[src/rtl/npip_pkg.sv]
// ----------------------------------------------------------------------------
// npip_pkg
// Shared widths, register map, reset values and the command and status
// bundles that join the controller to the datapath.
// ----------------------------------------------------------------------------
package npip_pkg;

  // Field widths of one query and of the limit register
  localparam int unsigned START_W = 20;
  localparam int unsigned STEP_W  = 20;
  localparam int unsigned INDEX_W = 17;
  localparam int unsigned LIMIT_W = 20;

  // A term stays below the limit before a step is added, so it fits here
  localparam int unsigned WALK_W = 21;

  // Result width before any masking, and its default
  localparam int unsigned TERM_WIDTH_DEFAULT = 21;

  // Trial divisors never pass sqrt(2^WALK_W), one spare bit on top
  localparam int unsigned DIV_W = (WALK_W + 1) / 2 + 1;
  localparam int unsigned SQ_W  = 2 * DIV_W;

  // Restoring division: bits retired per cycle and division rounds per remainder
  localparam int unsigned DIV_STEPS  = 3;
  localparam int unsigned DIV_CYCLES = (WALK_W + DIV_STEPS - 1) / DIV_STEPS;
  localparam int unsigned DIVIDEND_W = DIV_CYCLES * DIV_STEPS;
  localparam int unsigned DIV_CNT_W  = (DIV_CYCLES > 1) ? $clog2(DIV_CYCLES) : 1;

  // Stream input packing
  localparam int unsigned START_LSB  = 0;
  localparam int unsigned STEP_LSB   = START_LSB + START_W;
  localparam int unsigned INDEX_LSB  = STEP_LSB + STEP_W;
  localparam int unsigned IN_FIELDS_W = INDEX_LSB + INDEX_W;
  localparam int unsigned IN_TDATA_W = ((IN_FIELDS_W + 7) / 8) * 8;

  // Register port
  localparam int unsigned APB_DATA_W = 32;
  localparam int unsigned PADDR_W    = 3;
  localparam int unsigned REG_IDX_W  = PADDR_W - 2;
  localparam logic [REG_IDX_W-1:0] REG_SEARCH_LIMIT = '0;
  localparam logic [LIMIT_W-1:0]   LIMIT_RESET      = LIMIT_W'(1000000);

  // Controller to datapath
  typedef struct packed {
    logic load;       // capture a new query
    logic q_init;     // first divisor is two
    logic q_adv;      // move to the next divisor
    logic div_init;   // start a remainder
    logic div_step;   // retire DIV_STEPS dividend bits
    logic count_inc;  // one more prime seen
    logic term_adv;   // add the step to the term
    logic out_load;   // place the result in the output register
    logic out_found;  // found flag of that result
  } npip_cmd_t;

  // Datapath to controller
  typedef struct packed {
    logic n_zero;     // index of zero asked for
    logic d_zero;     // progression does not move
    logic ge_limit;   // term at or above the search limit
    logic lt_two;     // term is zero or one
    logic sq_above;   // divisor squared passes the term
    logic div_last;   // last division cycle
    logic rem_zero;   // divisor divides the term
    logic count_hit;  // this prime is the wanted one
    logic out_busy;   // output register holds an untaken result
  } npip_sts_t;

endpackage

[src/rtl/npip_dp.sv]
// ----------------------------------------------------------------------------
// npip_dp
// Datapath: query registers, term walk, divisor and its square, a
// multi-bit restoring remainder unit and the output register.
// ----------------------------------------------------------------------------
module npip_dp
  import npip_pkg::*;
#(
  parameter int unsigned TERM_WIDTH = TERM_WIDTH_DEFAULT
) (
  input  logic                  clk_i,
  input  logic                  rst_ni,
  input  npip_cmd_t             cmd_i,
  output npip_sts_t             sts_o,
  input  logic [START_W-1:0]    start_value_i,
  input  logic [STEP_W-1:0]     step_value_i,
  input  logic [INDEX_W-1:0]    prime_index_i,
  input  logic [LIMIT_W-1:0]    search_limit_i,
  input  logic                  out_ready_i,
  output logic                  out_valid_o,
  output logic [TERM_WIDTH-1:0] prime_value_o,
  output logic                  found_o
);

  logic [WALK_W-1:0]     term_q;
  logic [STEP_W-1:0]     step_q;
  logic [INDEX_W-1:0]    index_q;
  logic [INDEX_W-1:0]    count_q;
  logic [DIV_W-1:0]      q_q;
  logic [SQ_W-1:0]       qsq_q;
  logic [DIV_W-1:0]      rem_q;
  logic [DIVIDEND_W-1:0] sh_q;
  logic [DIV_CNT_W-1:0]  cnt_q;
  logic                  out_valid_q;
  logic [TERM_WIDTH-1:0] out_value_q;
  logic                  out_found_q;

  logic [DIV_W-1:0]      rem_d;
  logic [DIVIDEND_W-1:0] sh_d;
  logic [DIV_W:0]        trial;

  // Retire DIV_STEPS dividend bits: shift in, compare, subtract
  always_comb begin
    rem_d = rem_q;
    sh_d  = sh_q;
    trial = '0;
    for (int i = 0; i < DIV_STEPS; i++) begin
      trial = {rem_d, sh_d[DIVIDEND_W-1]};
      sh_d  = {sh_d[DIVIDEND_W-2:0], 1'b0};
      if (trial >= {1'b0, q_q}) begin
        trial = trial - {1'b0, q_q};
      end
      rem_d = trial[DIV_W-1:0];
    end
  end

  // Query, walk and divisor registers
  always_ff @(posedge clk_i) begin
    if (cmd_i.load) begin
      term_q  <= WALK_W'(start_value_i);
      step_q  <= step_value_i;
      index_q <= prime_index_i;
      count_q <= '0;
    end else begin
      if (cmd_i.term_adv) begin
        term_q <= term_q + WALK_W'(step_q);
      end
      if (cmd_i.count_inc) begin
        count_q <= count_q + INDEX_W'(1);
      end
    end
    if (cmd_i.q_init) begin
      q_q   <= DIV_W'(2);
      qsq_q <= SQ_W'(4);
    end else if (cmd_i.q_adv) begin
      q_q   <= q_q + DIV_W'(1);
      qsq_q <= qsq_q + SQ_W'({q_q, 1'b1});
    end
    if (cmd_i.div_init) begin
      rem_q <= '0;
      sh_q  <= DIVIDEND_W'(term_q);
    end else if (cmd_i.div_step) begin
      rem_q <= rem_d;
      sh_q  <= sh_d;
    end
  end

  // Division cycle counter
  always_ff @(posedge clk_i or negedge rst_ni) begin
    if (!rst_ni) begin
      cnt_q <= '0;
    end else if (cmd_i.div_init) begin
      cnt_q <= '0;
    end else if (cmd_i.div_step) begin
      cnt_q <= cnt_q + DIV_CNT_W'(1);
    end
  end

  // Output register: hold until the transfer completes
  always_ff @(posedge clk_i or negedge rst_ni) begin
    if (!rst_ni) begin
      out_valid_q <= 1'b0;
    end else if (cmd_i.out_load) begin
      out_valid_q <= 1'b1;
    end else if (out_ready_i) begin
      out_valid_q <= 1'b0;
    end
  end

  always_ff @(posedge clk_i) begin
    if (cmd_i.out_load) begin
      out_value_q <= TERM_WIDTH'(term_q);
      out_found_q <= cmd_i.out_found;
    end
  end

  // Status toward the controller
  always_comb begin
    sts_o.n_zero    = (index_q == '0);
    sts_o.d_zero    = (step_q == '0);
    sts_o.ge_limit  = (term_q >= WALK_W'(search_limit_i));
    sts_o.lt_two    = (term_q < WALK_W'(2));
    sts_o.sq_above  = (qsq_q > SQ_W'(term_q));
    sts_o.div_last  = (cnt_q == DIV_CNT_W'(DIV_CYCLES - 1));
    sts_o.rem_zero  = (rem_q == '0);
    sts_o.count_hit = ((count_q + INDEX_W'(1)) == index_q);
    sts_o.out_busy  = out_valid_q && !out_ready_i;
  end

  assign out_valid_o   = out_valid_q;
  assign prime_value_o = out_value_q;
  assign found_o       = out_found_q;

endmodule

[src/rtl/npip_ctrl.sv]
// ----------------------------------------------------------------------------
// npip_ctrl
// Controller: steps one query through term checks, trial divisions and
// prime counting, then hands the result to the output register.
// ----------------------------------------------------------------------------
module npip_ctrl
  import npip_pkg::*;
(
  input  logic      clk_i,
  input  logic      rst_ni,
  input  logic      in_valid_i,
  output logic      in_ready_o,
  input  npip_sts_t sts_i,
  output npip_cmd_t cmd_o
);

  typedef enum logic [3:0] {
    ST_IDLE,
    ST_START,
    ST_CHECK,
    ST_TEST,
    ST_DIV,
    ST_DIVCHK,
    ST_PRIME,
    ST_NOTPRIME,
    ST_FINISH
  } state_e;

  state_e state_q, state_d;
  logic   found_q, found_d;

  // Next state and commands
  always_comb begin
    state_d    = state_q;
    found_d    = found_q;
    cmd_o      = '0;
    in_ready_o = 1'b0;
    unique case (state_q)
      ST_IDLE: begin
        in_ready_o = 1'b1;
        if (in_valid_i) begin
          cmd_o.load = 1'b1;
          state_d    = ST_START;
        end
      end
      ST_START: begin
        if (sts_i.n_zero) begin
          found_d = 1'b0;
          state_d = ST_FINISH;
        end else begin
          state_d = ST_CHECK;
        end
      end
      ST_CHECK: begin
        priority if (sts_i.ge_limit) begin
          found_d = 1'b0;
          state_d = ST_FINISH;
        end else if (sts_i.lt_two) begin
          state_d = ST_NOTPRIME;
        end else begin
          cmd_o.q_init = 1'b1;
          state_d      = ST_TEST;
        end
      end
      ST_TEST: begin
        if (sts_i.sq_above) begin
          state_d = ST_PRIME;
        end else begin
          cmd_o.div_init = 1'b1;
          state_d        = ST_DIV;
        end
      end
      ST_DIV: begin
        cmd_o.div_step = 1'b1;
        if (sts_i.div_last) begin
          state_d = ST_DIVCHK;
        end
      end
      ST_DIVCHK: begin
        if (sts_i.rem_zero) begin
          state_d = ST_NOTPRIME;
        end else begin
          cmd_o.q_adv = 1'b1;
          state_d     = ST_TEST;
        end
      end
      ST_PRIME: begin
        // A progression that stands still succeeds on its first prime
        if (sts_i.count_hit || sts_i.d_zero) begin
          found_d = 1'b1;
          state_d = ST_FINISH;
        end else begin
          cmd_o.count_inc = 1'b1;
          cmd_o.term_adv  = 1'b1;
          state_d         = ST_CHECK;
        end
      end
      ST_NOTPRIME: begin
        if (sts_i.d_zero) begin
          found_d = 1'b0;
          state_d = ST_FINISH;
        end else begin
          cmd_o.term_adv = 1'b1;
          state_d        = ST_CHECK;
        end
      end
      ST_FINISH: begin
        if (!sts_i.out_busy) begin
          cmd_o.out_load  = 1'b1;
          cmd_o.out_found = found_q;
          state_d         = ST_IDLE;
        end
      end
      default: begin
        state_d = ST_IDLE;
      end
    endcase
  end

  // State and found flag
  always_ff @(posedge clk_i or negedge rst_ni) begin
    if (!rst_ni) begin
      state_q <= ST_IDLE;
      found_q <= 1'b0;
    end else begin
      state_q <= state_d;
      found_q <= found_d;
    end
  end

endmodule

[src/rtl/nth_prime_in_progression_unit.sv]
// ----------------------------------------------------------------------------
// nth_prime_in_progression_unit
// Finds the n-th prime among a, a+d, a+2d, ... below a programmable limit,
// testing each term by trial division.
//
//   channel  dir  handshake              payload
//   s_*      in   s_tvalid / s_tready    s_tdata: start, step, index
//   m_*      out  m_tvalid / m_tready    m_tdata: prime_value, m_tuser: found
//   apb      in   psel, penable, pready  search_limit at byte address 0
//
// One query at a time. Each term is tried against divisors running from 2 up
// to sqrt(term), each passing the test, division and remainder check states;
// the restoring remainder unit retires 3 bits a cycle. Total latency is data
// dependent.
// Reset clears the controller and the output valid and loads search_limit
// with 1000000. A finished result waits in the output register while the
// next query is already accepted; only handing over the next result stalls.
// ----------------------------------------------------------------------------
module nth_prime_in_progression_unit
  import npip_pkg::*;
#(
  parameter int unsigned TERM_WIDTH = TERM_WIDTH_DEFAULT
) (
  input  logic                                clk_i,
  input  logic                                rst_ni,
  // Query stream
  input  logic                                s_tvalid,
  output logic                                s_tready,
  input  logic [IN_TDATA_W-1:0]               s_tdata,  // start_value, step_value,
                                                         // prime_index, zero fill
  // Result stream
  output logic                                m_tvalid,
  input  logic                                m_tready,
  output logic [((TERM_WIDTH+7)/8)*8-1:0]     m_tdata,  // prime_value, zero fill
  output logic                                m_tuser,  // found
  // Register port
  input  logic                                psel,
  input  logic                                penable,
  input  logic                                pwrite,
  input  logic [PADDR_W-1:0]                  paddr,
  input  logic [APB_DATA_W-1:0]               pwdata,
  output logic [APB_DATA_W-1:0]               prdata,
  output logic                                pready
);

  localparam int unsigned OUT_TDATA_W = ((TERM_WIDTH + 7) / 8) * 8;

  npip_cmd_t             cmd;
  npip_sts_t             sts;
  logic [LIMIT_W-1:0]    limit_q;
  logic [REG_IDX_W-1:0]  reg_idx;
  logic [TERM_WIDTH-1:0] prime_value;

  // Register write and read
  assign reg_idx = paddr[PADDR_W-1:2];
  assign pready  = 1'b1;

  always_ff @(posedge clk_i or negedge rst_ni) begin
    if (!rst_ni) begin
      limit_q <= LIMIT_RESET;
    end else if (psel && penable && pwrite && (reg_idx == REG_SEARCH_LIMIT)) begin
      limit_q <= pwdata[LIMIT_W-1:0];
    end
  end

  assign prdata = (reg_idx == REG_SEARCH_LIMIT) ? APB_DATA_W'(limit_q) : '0;

  npip_ctrl u_ctrl (
    .clk_i      (clk_i),
    .rst_ni     (rst_ni),
    .in_valid_i (s_tvalid),
    .in_ready_o (s_tready),
    .sts_i      (sts),
    .cmd_o      (cmd)
  );

  npip_dp #(
    .TERM_WIDTH (TERM_WIDTH)
  ) u_dp (
    .clk_i          (clk_i),
    .rst_ni         (rst_ni),
    .cmd_i          (cmd),
    .sts_o          (sts),
    .start_value_i  (s_tdata[START_LSB +: START_W]),
    .step_value_i   (s_tdata[STEP_LSB +: STEP_W]),
    .prime_index_i  (s_tdata[INDEX_LSB +: INDEX_W]),
    .search_limit_i (limit_q),
    .out_ready_i    (m_tready),
    .out_valid_o    (m_tvalid),
    .prime_value_o  (prime_value),
    .found_o        (m_tuser)
  );

  assign m_tdata = OUT_TDATA_W'(prime_value);

endmodule

[config.mk]
export PLATFORM = sky130hd
export DESIGN_NAME = nth_prime_in_progression_unit
export DESIGN_NICKNAME = d
export VERILOG_FILES = /design/src/rtl/npip_pkg.sv /design/src/rtl/npip_dp.sv /design/src/rtl/npip_ctrl.sv /design/src/rtl/nth_prime_in_progression_unit.sv
export SDC_FILE = /design/constraint.sdc
export NUM_CORES = 1
export LEC_CHECK = 0
export ABC_AREA = 1
export BUFFER_PORTS_ARGS = -buffer_cell sky130_fd_sc_hd__buf_2
export CAP_MARGIN = 25
export CORE_ASPECT_RATIO = 2
export CORE_UTILIZATION = 60
export DETAILED_ROUTE_END_ITERATION = 10
export PLACE_DENSITY_LB_ADDON = 0.15
export SETUP_SLACK_MARGIN = 0.5
export SYNTH_ARGS = -nofsm -noshare
export SYNTH_HDL_FRONTEND = slang
export SYNTH_SLANG_ARGS = --single-unit
[constraint.sdc]
create_clock -name clk_i -period 7.2 [get_ports clk_i]
set_input_delay 0.72 -clock clk_i [delete_from_list [all_inputs] [get_ports clk_i]]
set_output_delay 0.72 -clock clk_i [all_outputs]
set_load 0.02 [all_outputs]
# After elaboration in Yosys (flattened, before gate mapping)
# Index checks and enable logic that the tools add are counted.
[totals] latchBits=0 ff_bits=195 mem_bits_rw=0 out_inout_bits=60 mem_count=0 romBits=0 wordCells=111 inputBits=106
[classes] multipliers=0 order_cmp=6 add_sub_neg=8 reduce_logical=17 muxes=45 div_mod_pow=0 shifts=0 bitwise_logic=2 n_eq_ne=17
[op_table] cell="$mux 20" n=3
[op_table] cell="$mux 21" n=2
[op_table] cell="$ge 13x12->1" n=3
[op_table] cell="$mux 12" n=3
[op_table] cell="$pmux 4 s9" n=1
[op_table] cell="$sub 12x12->12" n=3
[op_table] cell="$mux 4" n=7
[op_table] cell="$add 24x13->24" n=1
[op_table] cell="$gt 24x21->1" n=1
[op_table] cell="$add 21x20->21" n=1
[op_table] cell="$ge 21x20->1" n=1
[op_table] cell="$lt 21x2->1 const B" n=1
[op_table] cell="$logic_not 20->1" n=1
[op_table] cell="$mux 1" n=19
[op_table] cell="$add 17x1->17 const B" n=1
[op_table] cell="$eq 17x17->1" n=1
[op_table] cell="$logic_not 17->1" n=1
[op_table] cell="$eq 4x3->1 const B" n=4
[op_table] cell="$add 12x1->12 const B" n=1
[op_table] cell="$logic_not 12->1" n=1
[op_table] cell="$mux 3" n=4
[op_table] cell="$ne 2x2->1 const B" n=5
[op_table] cell="$eq 4x2->1 const B" n=2
[op_table] cell="$mux 2" n=4
[op_table] cell="17 further kinds" n=24

# Longest topological paths before layout
[logic_depth] depth_word=7 ltp_mapped=40 mapped_depth_nobuf=38

# Modules after synthesis
# From an unflattened synthesis, not the netlist that was laid out.
[unflattened] cells_unflattened=1776 area_unflattened_um2=13396.6
[by_module_without_submodules] module="npip_dp" seq_area_each_um2=4424.2 area_per_inst_um2=11842.6 n_inst=1 cells_per_inst=1559
[by_module_without_submodules] module="nth_prime_in_progression_unit" seq_area_each_um2=509.2 area_per_inst_um2=1116.1 n_inst=1 cells_per_inst=151
[by_module_without_submodules] module="npip_ctrl" seq_area_each_um2=125.1 area_per_inst_um2=437.9 n_inst=1 cells_per_inst=66

# Worst setup path after synthesis
# No wires, ideal clock.
[synth_timing] path_kind="reg2reg" from="reg u_dp.q_q[2]" to="reg u_dp.rem_q[10]" path_stages_with_launch=36 setup_ns=0.113 t_arrival_ns=4.931 n_path_buf=3 setup_slack_ns=2.156 period_less_slack_ns=5.044 required_time_ns=7.087 path_cell_list="dfxtp_1 inv_1 ha_1 a21oi_1 nand2_1 nand2_1 nand3_1 nand2_1 nand3_2 buf_2 o21ai_0 inv_1 ha_1 inv_1 o21ai_0 o21ai_0 nand3_1 nand2_1 nand3_1 nand2_1 clkbuf_1 nand3_1 nand2_1 inv_1 ha_1 a21oi_1 nand2_1 nand4_1 o2111ai_1 a21oi_1 inv_1 nor2_1 buf_4 nand3_1 nand3_1 nand2_1"
[synth_between] elab_chain_len=6 word_cells_on_any_way=9 classes_between="add/sub: 3; order compare: 3; mux: 3"
[synth_rtl] item="start, declared" line="npip_dp.sv:29" rtl="logic [DIV_W-1:0] q_q;"
[synth_rtl] item="start signal, assigned" line="npip_dp.sv:76" rtl="q_q <= q_q + DIV_W'(1);"
[synth_rtl] item="$sub 12x12->12 or $ge 13x12->1 (tied branches)" line="npip_dp.sv:51, npip_dp.sv:50"
[synth_rtl] item="$mux 12" line="npip_dp.sv:50" rtl="if (trial >= {1'b0, q_q}) begin"
[synth_rtl] item="$sub 12x12->12 or $ge 13x12->1 (tied branches)" line="npip_dp.sv:51, npip_dp.sv:50"
[synth_rtl] item="$mux 12" line="npip_dp.sv:50"
[synth_rtl] item="$sub 12x12->12 or $ge 13x12->1 (tied branches)" line="npip_dp.sv:51, npip_dp.sv:50"
[synth_rtl] item="$mux 12 *" line="npip_dp.sv:50"
[synth_rtl] item="end signal, assigned" line="npip_dp.sv:83" rtl="rem_q <= rem_d;"
[synth_rtl] item="end, declared" line="npip_dp.sv:31" rtl="logic [DIV_W-1:0] rem_q;"
# Every way passes the cells marked *; elsewhere a longest branch is shown, timed or not.
# A chain may end at the register's enable or synchronous reset.

# Worst setup path after layout
[layout_timing] from="reg u_dp.q_q[5]" to="reg u_dp.rem_q[7]"
# The elaborated chain is that of the path after synthesis.

==> impl_metrics.yaml <==
timing:
  hold_violations: 0
  period_needed_ps: 6020
  timing.clock.skew_ps: 10.3
  setup_viol_count_final: 0
  holdWs_ps: 318
  timing.fmax_mhz: 166
  tns_ps: 0
  tightest_slew_ps: 1070
  slew_headroom_pct: 28.4
  rsz0062_at_grt: "false"
  drv_slew: 0
  post-route-period-util_pct: 83.6
drt:
  ant_nets: 0
  drt_drc_violations_left: 0
  viasPerCell: 5.74
  wl_per_cell_um: 18.0
  drt_iter0_markers: 827
  totalWireLength_um: 39000
  drtPass1Iterations: 7
  vias: 12425
global_routing:
  grt_pass1_vias: 12237
  antenna_found_initial: 0
  grt_max_degree: 63
  use_met3_pct: 9.16
  grt_pass1_wl_um: 60800
  busiest_layer: "met2"
  overflow: 0
  gr-usage-all-layers_pct: 35.7
  use_met2_pct: 64.6
  met1_usage_pct: 32.2
floorplan:
  die_w_um: 107
  start_util_pct: 61.5
  std_cell_rows: 76
  die-area_um2: 22900
  die_h_um: 213
  io_pins: 166
  core-area_um2: 21700
logic_synthesis:
  yosysUniqueCellTypes: 58
  yosysWarningCount: 0
  ys_ff_latch: 195
  yosysSeqAreaShare_pct: 37.9
  synth_flop_cell: "edfxtp_1"
  synth_enable_flop_cells: 100
  synth_area_um2: 13300
  syn_area_per_cell_um2: 7.60
  synthArstFlopShare_pct: 14.9
  syn-instance-count: 1754
flow_run:
  max-cap-violations: 0
final_layout:
  fin_nets: 2103
  antennaDiodeCount: 0
  drive_gt1_share_pct: 11.9
  layout_common_cells: "nand2_1, inv_1, nor2_1"
  final_area_um2: 14800
  mostFrequentLayoutCell: "nand2_1"
  area_delta_synth_final_pct: 11.0
  layout.cells.non_filler: 2165
worst_setup_path:
  critPathTopFamily: "simple AND/OR/NAND/NOR gates"
  cp-start-kind: "register"
  cp.required_ps: 7560
  crit_fanout: 12
  crit_slowest_cell: "dfxtp_1"
  r2r_start: "u_dp.q_q[5]"
  r2r-end: "u_dp.rem_q[7]"
  criticalPathCategory: "register to register"
  worstPathArrival_ps: 6380
  endpoint_kind: "register"
  reg2regPathDepth: 35
  crit_buf_inv: 8
  cpMostUsedCell: "nand2_1"
  r2r_slack_ps: 1180
  max_stage_delay_ps: 430
clocking:
  cts_hold_buf: 0
  cts_tree: "yes"
  cts_root_buffer: "clkbuf_16"
  numClockSinks: 195
  clock_latency_ps: 460
  cts.repair.resized: 0
  post_cts_buffers: 0
  htree_levels: 4
  clk_pin_slew_ps: 80
  clockBufferDepth: 2
  cts_made_buffers: 17
place:
  gp_congestion: 1.03
  portBuffers: 128
  dp.cells: 2131
  dp_hpwl_um: 30400
  place_area_um2: 14200
hold_path:
  holdCritPathClass: "input port to async pin"
status:
  status: "completed"
==> cell type report <==
class | instances | area (um^2)
clock buffers | 18 | 429
flip-flops and latches | 195 | 5060
fillers | 1958 | 6870
inverters | 233 | 875
well taps | 273 | 342
multi-input cells | 1287 | 7190
repair buffers | 145 | 788
clock inverters | 14 | 128
==> cells in the mapped netlist, drive strengths merged, types with 18 or more instances <==
| master | instances | area share, % |
|---|---|---|
| o21ai | 91 | 3.5 |
| or2 | 18 | 0.84 |
| dfrtp | 22 | 4.1 |
| nand4 | 35 | 1.6 |
| edfxtp | 100 | 23 |
| inv | 230 | 6.5 |
| a21oi | 140 | 5.4 |
| nor2 | 161 | 4.7 |
| xor2 | 34 | 2.2 |
| nand3 | 129 | 5.0 |
| nand2 | 421 | 12 |
| buf | 37 | 1.8 |
| dfxtp | 66 | 9.9 |
| ha | 113 | 11 |
| nor3 | 28 | 1.1 |
==> metrics by stage <==
step / setup WS (ps) / util [%]
4_1_cts: 782 / 68.0
5_1_grt: 532 / 68.3
2_1_floorplan: 2160 / -
3_3_place_gp: 929 / 65.4
3_5_place_dp: 800 / 65.4
6_report: 1180 / 68.3
==> routing by layer <==
layer / share of wire (%) / wire length [um]
met5: 0 / 0
met4: 9.4 / 3680
met3: 5.5 / 2150
met2: 52 / 20300
met1: 33 / 12900
==> worst max path at each step <==
| stage | start | endpoint | cells past startpoint |
|---|---|---|---|
| after floorplan | u_dp.q_q[2] | u_dp.rem_q[10] | 35 |
| after global placement | u_dp.q_q[8] | u_dp.rem_q[11] | 30 |
| after detailed placement | u_dp.q_q[2] | u_dp.rem_q[11] | 33 |
| after CTS | u_dp.q_q[2] | u_dp.rem_q[11] | 33 |
| after global routing | u_dp.q_q[2] | u_dp.rem_q[1] | 36 |
| final | u_dp.q_q[5] | u_dp.rem_q[7] | 35 |
==> flip-flops by register name (all words and copies together) (netlist names) <==
signal              cells
u_dp.qsq_q             24
u_dp.q_q               12
u_ctrl.state_q          4
u_dp.count_q           17
limit_q                20
u_dp.sh_q              21
u_dp.cnt_q              3
u_dp.index_q           17
u_dp.found_o            1
u_dp.term_q            21
u_dp.out_valid_o        1
u_dp.prime_value_o     21
u_dp.step_q            20
u_dp.rem_q             12
u_ctrl.found_q          1
==> cells by family (layout without fill, tap and decap cells) <==
group / Yosys count / in the layout / synth area share (%)
simple gates: 822 / 823 / 26.6
flops: 195 / 195 / 37.9
fa+ha+maj: 118 / 118 / 11.4
compound gates: 278 / 278 / 11.6
xor+xnor: 52 / 52 / 3.62
buf+inv: 287 / 410 / 8.88
other cells: 2 / 16 / 0.0563
==> worst register-to-register path, delay by kind of cell, from the launching register on <==
family	cells	cell delay, ps
AOI/OAI and AO/OA	5	940
and+or+nand+nor	19	2420
DFF	1	430
adders and majority gates	3	1080
buffers and inverters	8	1010
Power is not shown: default switching activity piles up to over one toggle a cycle in this logic, so the estimate is an artifact.
